**src/rtl/tty_pkg.sv**
```systemverilog
// package for the teletype bus controller: command codes, item structs, constants
// no dependencies
`timescale 1ns / 1ps

package tty_pkg;

    typedef enum logic [2:0] {
        CMD_RESET      = 3'd0,
        CMD_STATUS     = 3'd1,
        CMD_DATAIN     = 3'd2,
        CMD_CTL_CLEAR  = 3'd3,
        CMD_CTL_SET    = 3'd4,
        CMD_DOUT_CLEAR = 3'd5,
        CMD_DOUT_SET   = 3'd6,
        CMD_RX_CHAR    = 3'd7
    } t_cmd;

    localparam logic [7:0] HIGH_BIT   = 8'o200;
    localparam logic [7:0] BYTE_MASK  = 8'o377;
    localparam logic [2:0] LEVEL_MASK = 3'd7;

    typedef struct packed {
        t_cmd        cmd;
        logic [10:0] bus_data;
        logic [7:0]  rx_char;
        logic        terminal_attached;
    } t_in_item;

    typedef struct packed {
        logic [7:0] read_data;
        logic       tx_valid;
        logic [6:0] tx_char;
        logic [2:0] interrupt_request;
    } t_out_item;

    // busy/done flags in status-word order
    typedef struct packed {
        logic in_busy;
        logic in_done;
        logic out_busy;
        logic out_done;
    } t_flags;

endpackage

```
**src/rtl/tty_if.sv**
```systemverilog
// valid/ready channel interfaces for the teletype bus controller
// depends on nothing
`timescale 1ns / 1ps

interface tty_in_if;
    logic        valid;
    logic        ready;
    logic [2:0]  cmd;
    logic [10:0] bus_data;
    logic [7:0]  rx_char;
    logic        terminal_attached;

    modport source (output valid, cmd, bus_data, rx_char, terminal_attached, input ready);
    modport sink   (input valid, cmd, bus_data, rx_char, terminal_attached, output ready);
endinterface

interface tty_out_if;
    logic       valid;
    logic       ready;
    logic [7:0] read_data;
    logic       tx_valid;
    logic [6:0] tx_char;
    logic [2:0] interrupt_request;

    modport source (output valid, read_data, tx_valid, tx_char, interrupt_request, input ready);
    modport sink   (input valid, read_data, tx_valid, tx_char, interrupt_request, output ready);
endinterface

```
**src/rtl/teletype_io_bus_interface.sv**
```systemverilog
// teletype bus controller top: input register, controller update, result register
// stages: the input register holds an accepted item, the result register its result
// throughput: one item per cycle unless o_out stalls; a taken result frees its register
// reset: synchronous active-low i_rst_n clears both stage valids and all controller state
// depends on tty_pkg, tty_if, tty_ctrl
`timescale 1ns / 1ps

module teletype_io_bus_interface (
    input  logic      i_clk,
    input  logic      i_rst_n,
    tty_in_if.sink    i_in,
    tty_out_if.source o_out
);

    logic               r_in_valid;
    tty_pkg::t_in_item  r_in_item;
    logic               r_out_valid;
    tty_pkg::t_out_item r_out_item;
    tty_pkg::t_out_item w_result;
    logic               w_out_free;
    logic               w_step;
    logic               w_in_take;

    assign w_out_free = !r_out_valid || o_out.ready;
    assign w_step     = r_in_valid && w_out_free;
    assign i_in.ready = !r_in_valid || w_out_free;
    assign w_in_take  = i_in.valid && i_in.ready;

    always_ff @(posedge i_clk) begin
        if (!i_rst_n) begin
            r_in_valid <= 1'b0;
        end else if (i_in.ready) begin
            r_in_valid <= i_in.valid;
        end
    end

    always_ff @(posedge i_clk) begin
        if (w_in_take) begin
            r_in_item.cmd               <= tty_pkg::t_cmd'(i_in.cmd);
            r_in_item.bus_data          <= i_in.bus_data;
            r_in_item.rx_char           <= i_in.rx_char;
            r_in_item.terminal_attached <= i_in.terminal_attached;
        end
    end

    tty_ctrl u_ctrl (
        .i_clk    (i_clk),
        .i_rst_n  (i_rst_n),
        .i_step   (w_step),
        .i_item   (r_in_item),
        .o_result (w_result)
    );

    always_ff @(posedge i_clk) begin
        if (!i_rst_n) begin
            r_out_valid <= 1'b0;
        end else if (w_out_free) begin
            r_out_valid <= r_in_valid;
        end
    end

    always_ff @(posedge i_clk) begin
        if (w_step) begin
            r_out_item <= w_result;
        end
    end

    assign o_out.valid             = r_out_valid;
    assign o_out.read_data         = r_out_item.read_data;
    assign o_out.tx_valid          = r_out_item.tx_valid;
    assign o_out.tx_char           = r_out_item.tx_char;
    assign o_out.interrupt_request = r_out_item.interrupt_request;

    // input side only stalls when both stages are full and the result is held
    a_stall_cause: assert property (@(posedge i_clk) disable iff (!i_rst_n)
        !i_in.ready |-> (r_in_valid && r_out_valid && !o_out.ready))
        else $error("input stalled without a full pipeline");

    // an item in the input stage that advances shows up as a result
    a_advance: assert property (@(posedge i_clk) disable iff (!i_rst_n)
        w_step |=> o_out.valid)
        else $error("advanced item lost");

    // a transmitted character never comes with read data
    a_tx_no_read: assert property (@(posedge i_clk) disable iff (!i_rst_n)
        (o_out.valid && o_out.tx_valid) |-> (o_out.read_data == 8'd0))
        else $error("read data on a transmit result");

    // nothing is presented right after reset
    a_reset_empty: assert property (@(posedge i_clk)
        !i_rst_n |=> (!o_out.valid && !r_in_valid))
        else $error("stage valid after reset");

endmodule

```
**src/rtl/tty_ctrl.sv**
```systemverilog
// controller state (input character, flags, interrupt level) and the per-item update
// depends on tty_pkg
`timescale 1ns / 1ps

module tty_ctrl (
    input  logic               i_clk,
    input  logic               i_rst_n,
    input  logic               i_step,
    input  tty_pkg::t_in_item  i_item,
    output tty_pkg::t_out_item o_result
);

    logic [7:0]      r_in_char, n_in_char;
    tty_pkg::t_flags r_flags, n_flags;
    logic [2:0]      r_irq_level, n_irq_level;

    always_comb begin
        n_in_char   = r_in_char;
        n_flags     = r_flags;
        n_irq_level = r_irq_level;
        o_result    = '0;
        case (i_item.cmd)
            tty_pkg::CMD_RESET: begin
                n_in_char   = '0;
                n_flags     = '0;
                n_irq_level = '0;
            end
            tty_pkg::CMD_STATUS: begin
                o_result.read_data = {1'b0, r_flags, r_irq_level & tty_pkg::LEVEL_MASK};
            end
            tty_pkg::CMD_DATAIN: begin
                o_result.read_data = r_in_char;
                n_flags.in_done    = 1'b0;
            end
            tty_pkg::CMD_CTL_CLEAR: begin
                n_irq_level = '0;
            end
            tty_pkg::CMD_CTL_SET: begin
                // clears first, then sets
                n_flags     = (r_flags & ~tty_pkg::t_flags'(i_item.bus_data[10:7]))
                            | tty_pkg::t_flags'(i_item.bus_data[6:3]);
                n_irq_level = r_irq_level | i_item.bus_data[2:0];
            end
            tty_pkg::CMD_DOUT_CLEAR: begin
                n_flags.out_busy = 1'b1;
                n_flags.out_done = 1'b0;
            end
            tty_pkg::CMD_DOUT_SET: begin
                if (i_item.terminal_attached) begin
                    o_result.tx_valid = 1'b1;
                    o_result.tx_char  = i_item.bus_data[6:0];
                end
                n_flags.out_busy = 1'b0;
                n_flags.out_done = 1'b1;
            end
            tty_pkg::CMD_RX_CHAR: begin
                n_in_char       = i_item.rx_char | tty_pkg::HIGH_BIT;
                n_flags.in_busy = 1'b0;
                n_flags.in_done = 1'b1;
            end
            default: begin
                n_flags = r_flags;
            end
        endcase
        o_result.interrupt_request = (n_flags.out_done || n_flags.in_done) ? n_irq_level : 3'd0;
    end

    always_ff @(posedge i_clk) begin
        if (!i_rst_n) begin
            r_in_char   <= '0;
            r_flags     <= '0;
            r_irq_level <= '0;
        end else if (i_step) begin
            r_in_char   <= n_in_char;
            r_flags     <= n_flags;
            r_irq_level <= n_irq_level;
        end
    end

endmodule

```
**src/flat_wrapper.sv**
```systemverilog
// flat-port wrapper written by rule: the top's interface ports become plain ports
module teletype_io_bus_interface_flat 
  (i_clk, i_rst_n, i_in_valid, i_in_cmd, i_in_bus_data, i_in_rx_char, i_in_terminal_attached, i_in_ready, o_out_valid, o_out_read_data, o_out_tx_valid, o_out_tx_char, o_out_interrupt_request, o_out_ready);
  tty_in_if i_in_i ();
  tty_out_if o_out_i ();
  input  logic i_clk;
  input  logic i_rst_n;
  input wire logic [$bits(i_in_i.valid)-1:0] i_in_valid;
  input wire logic [$bits(i_in_i.cmd)-1:0] i_in_cmd;
  input wire logic [$bits(i_in_i.bus_data)-1:0] i_in_bus_data;
  input wire logic [$bits(i_in_i.rx_char)-1:0] i_in_rx_char;
  input wire logic [$bits(i_in_i.terminal_attached)-1:0] i_in_terminal_attached;
  output wire logic [$bits(i_in_i.ready)-1:0] i_in_ready;
  output wire logic [$bits(o_out_i.valid)-1:0] o_out_valid;
  output wire logic [$bits(o_out_i.read_data)-1:0] o_out_read_data;
  output wire logic [$bits(o_out_i.tx_valid)-1:0] o_out_tx_valid;
  output wire logic [$bits(o_out_i.tx_char)-1:0] o_out_tx_char;
  output wire logic [$bits(o_out_i.interrupt_request)-1:0] o_out_interrupt_request;
  input wire logic [$bits(o_out_i.ready)-1:0] o_out_ready;
  assign i_in_i.valid = i_in_valid;
  assign i_in_i.cmd = i_in_cmd;
  assign i_in_i.bus_data = i_in_bus_data;
  assign i_in_i.rx_char = i_in_rx_char;
  assign i_in_i.terminal_attached = i_in_terminal_attached;
  assign i_in_ready = i_in_i.ready;
  assign o_out_valid = o_out_i.valid;
  assign o_out_read_data = o_out_i.read_data;
  assign o_out_tx_valid = o_out_i.tx_valid;
  assign o_out_tx_char = o_out_i.tx_char;
  assign o_out_interrupt_request = o_out_i.interrupt_request;
  assign o_out_i.ready = o_out_ready;
  teletype_io_bus_interface u_core (.i_clk(i_clk), .i_rst_n(i_rst_n), .i_in(i_in_i), .o_out(o_out_i));
endmodule
```
**config.mk**
```make
export PLATFORM = sky130hd
export DESIGN_NAME = teletype_io_bus_interface_flat
export DESIGN_NICKNAME = d
export VERILOG_FILES = /design/src/rtl/tty_pkg.sv /design/src/rtl/tty_if.sv /design/src/rtl/teletype_io_bus_interface.sv /design/src/rtl/tty_ctrl.sv /design/src/flat_wrapper.sv
export SDC_FILE = /design/constraint.sdc
export NUM_CORES = 1
export LEC_CHECK = 0
export BUFFER_PORTS_ARGS = -buffer_cell sky130_fd_sc_hd__buf_2
export CAP_MARGIN = 25
export CELL_PAD_IN_SITES_DETAIL_PLACEMENT = 1
export CELL_PAD_IN_SITES_GLOBAL_PLACEMENT = 2
export CORE_UTILIZATION = 32
export CTS_CLUSTER_DIAMETER = 120
export DETAILED_ROUTE_END_ITERATION = 16
export MAX_ROUTING_LAYER = met4
export PLACE_DENSITY_LB_ADDON = 0.1
export SYNTH_ARGS = -nofsm -noshare
export SYNTH_HDL_FRONTEND = slang
export SYNTH_SLANG_ARGS = --single-unit
```
**constraint.sdc**
```tcl
create_clock -name i_clk -period 1.6 [get_ports i_clk]
set_clock_uncertainty 0.15 [all_clocks]
set_input_delay 0.08 -clock i_clk [delete_from_list [all_inputs] [get_ports i_clk]]
set_output_delay 0.08 -clock i_clk [all_outputs]
set_load 0.03 [all_outputs]
```
==> results_dict.tcl <==
set metrics [dict create \
    num_rows 30 \
    final.setup.worst_slack_ps -128.4 \
    grt_antenna_before_repair 0 \
    cts.clk_slew.worst_paths_ps 60 \
    finalSetupTns_ps -964.4 \
    place_ws_ps -195.2 \
    grt_max_degree 30 \
    cts_max_level 3 \
    final_cells 371 \
    ys_seq_area_frac 0.6901 \
    ys_types 34 \
    max-vdd-ir-drop_mv 0.5466 \
    core_area_um2 6832 \
    maxSlewViolCount 0 \
    grt_overflow_total 0 \
    viasPerCell 4.701 \
    avgSynthCellArea_um2 13.09 \
    maxSlewHeadroom 0.6852 \
    dp_hpwl_um 3773 \
    p_total_mw 3.428 \
    synthMostInstantiatedCell "edfxtp_1" \
    hold_depth 3 \
    area_growth_pct 44.95 \
    grt_pass1_vias 1861 \
    cp_num_buf_inv 2 \
    ys_top_cells_by_count "41 x edfxtp_1, 22 x nor2_1, 20 x a21oi_1" \
    utilization 0.4832 \
    drt-total-wl_um 5652 \
    synthArstFlopShare 0 \
    status "complete, but fails checks" \
    r2r-end "u_core.o_out.interrupt_request[2]" \
    place_area_um2 2723 \
    layout-drive-gt1-share 0.3927 \
    fmax_mhz 578.6 \
    ff2ff_setup_slack_ps -130 \
    gp_congestion 0.7315 \
    synth_top_area_cell "edfxtp_1" \
    syn_inst 174 \
    vias 1744 \
    drt_first_pass_iters 4 \
    start_util 0.3333 \
    cts_sinks 58 \
    wl_per_cell_um 15.23 \
    worst_pin_slew_ps 471.7 \
    worstSetupEndpointType "flip-flop" \
    min_to "u_core.o_out.valid" \
    path_cells "buf_6 -> and2b_4 -> buf_6 -> a221oi_4 -> a21oi_1" \
    cpMostUsedCell "buf_6" \
    cts_buffers 9 \
    post-route-cell-area_um2 3301 \
    whs_ps 64.05 \
    drtIter0Drc 77 \
    grt.total_usage 0.1728 \
    r2r_start "u_core.r_in_item[22]" \
    synth_seq_cells 58 \
    cellLeakagePower_nw 1.265 \
    ant_nets 0 \
    io_pins 48 \
    min_from "o_out_ready" \
    insertion_delay_ps 340 \
    die_area_um2 7457 \
    die_h_um 86.36 \
    maxCapViolCount 0 \
    hp-class "in -> reg" \
    clockBufferDepth 2 \
    root_buffer "clkbuf_8" \
    synth_area_um2 2277 \
    grt_pass1_wl_um 9239 \
    reg2regPathDepth 5 \
    cp_max_fo 5 \
    fin_nets 297 \
    synth_ff_type "edfxtp_1" \
    synth_top_area_frac 0.5407 \
    synth_edf_count 41 \
    setup_viol 23 \
    period_needed_ps 1728 \
    hold_viol 0 \
    fp.dieW_um 86.36 \
    cp-start-kind "flip-flop" \
    ys_warn_count 0 \
    path_delay_family "compound AO/OA/AOI/OAI gates" \
    route.detailed.drc 0 \
    cts_tree "yes" \
    p_per_area_nw_per_um2 1038 \
    antenna_cells 0 \
    synth_fp_nets 201 \
    portBuffers 46 \
    worst_path_max_delay_cell "edfxtp_1" \
    critPathKind "reg -> reg" \
    synth_area_leaders "edfxtp_1 54%, dfxtp_1 15%, a22oi_1 4.6%" \
    numPlacedInstances 323 \
    violations "negative setup slack" \
    cp.arrival_ps 1650 \
    slowest_delay_ps 400 \
    final.period_utilization 1.080 \
    cp_data_required_time_ps 1520 \
    rsz0062_at_grt "yes" \
]
-- area by class of cell --
cell class	count	area [µm²]
Clock inverter	5	55.05
Tap cell	96	120.1
Fill cell	736	3531
Multi-Input combinational cell	104	725.7
Inverter	3	11.26
Clock buffer	11	141.4
Timing Repair Buffer	94	674.4
Sequential cell	58	1573
-- timing repair --
item                                   4_1_cts  5_1_grt
hold buffers                                25        0
endpoints found under the hold margin       26        0
setup endpoints to repair                   25       33
pin swaps                                    3        3
gates resized for setup                     13        8
buffers inserted                             2        5
-- where the power goes --
group / internal, mW / switching (mW) / leakage, nW
Clock: 0.756 / 0.579 / 0.0953
Combinational: 0.180 / 0.196 / 0.627
Sequential: 1.68 / 0.0379 / 0.542
-- worst min-delay path, stage by stage --
cell	delay, ps
buf_2	110
nand2b_1	200
a21oi_1	90
-- cell families (layout without fill, tap and decap cells) --
family / Yosys count / in the layout / share of synthesized area
AOI/OAI and AO/OA: 45 / 45 / 0.1385
buffers and inverters: 12 / 113 / 0.02802
DFF: 58 / 58 / 0.6901
muxes: 2 / 2 / 0.01099
and+or+nand+nor: 57 / 57 / 0.1324
-- sequential cells by signal (all words and copies together), names as in the netlist --
name / cells
u_core.o_out.tx_valid: 1
u_core.u_ctrl.r_flags: 4
u_core.o_out.interrupt_request: 3
u_core.r_in_item: 22
u_core.u_ctrl.r_irq_level: 3
u_core.o_out.tx_char: 7
u_core.u_ctrl.r_in_char: 8
u_core.o_out.read_data: 8
u_core.r_in_valid: 1
u_core.o_out.valid: 1
-- worst max path at each step --
stage | slack [ps] | to | start | cells past startpoint
2_1_floorplan | -50 | u_core.o_out.interrupt_request[0] | u_core.r_in_item[22] | 5
3_3_place_gp | -100 | u_core.u_ctrl.r_flags[1] | u_core.r_in_item[22] | 4
3_5_place_dp | -200 | u_core.o_out.interrupt_request[2] | u_core.r_in_item[22] | 4
4_1_cts | -100 | u_core.o_out.interrupt_request[2] | u_core.r_in_item[20] | 4
5_1_grt | -220 | u_core.o_out.interrupt_request[2] | u_core.r_in_item[22] | 5
6_report | -130 | u_core.o_out.interrupt_request[2] | u_core.r_in_item[22] | 5
-- placed cells by master (no fill, tap or decap), types with 2 or more instances in the layout --
cell type / synthesis / layout
a21oi_1: 20 / 16
a21oi_2: 0 / 4
a22oi_1: 14 / 12
a22oi_2: 0 / 2
and2_1: 8 / 7
and3_2: 0 / 2
buf_2: 6 / 47
buf_4: 1 / 18
buf_6: 1 / 3
clkbuf_8: 0 / 10
clkinv_2: 0 / 2
clkinvlp_4: 0 / 2
dfxtp_1: 17 / 16
dlygate4sd3_1: 0 / 25
edfxtp_1: 41 / 41
inv_1: 3 / 3
nand2_1: 5 / 4
nand2b_1: 5 / 5
nand3b_1: 3 / 3
nor2_1: 22 / 21
nor2_2: 1 / 2
nor2b_1: 4 / 3
o21ai_0: 3 / 3
-- layer usage --
layer  vias up  global-route usage  wire length [µm]
li1        836                   -                 -
met1       864              0.1999              2461
met2        35              0.2915              2954
met3         9             0.04286               163
met4         0             0.06364                73
met5         -                   -                 0
(Power assumes the default switching activity.)
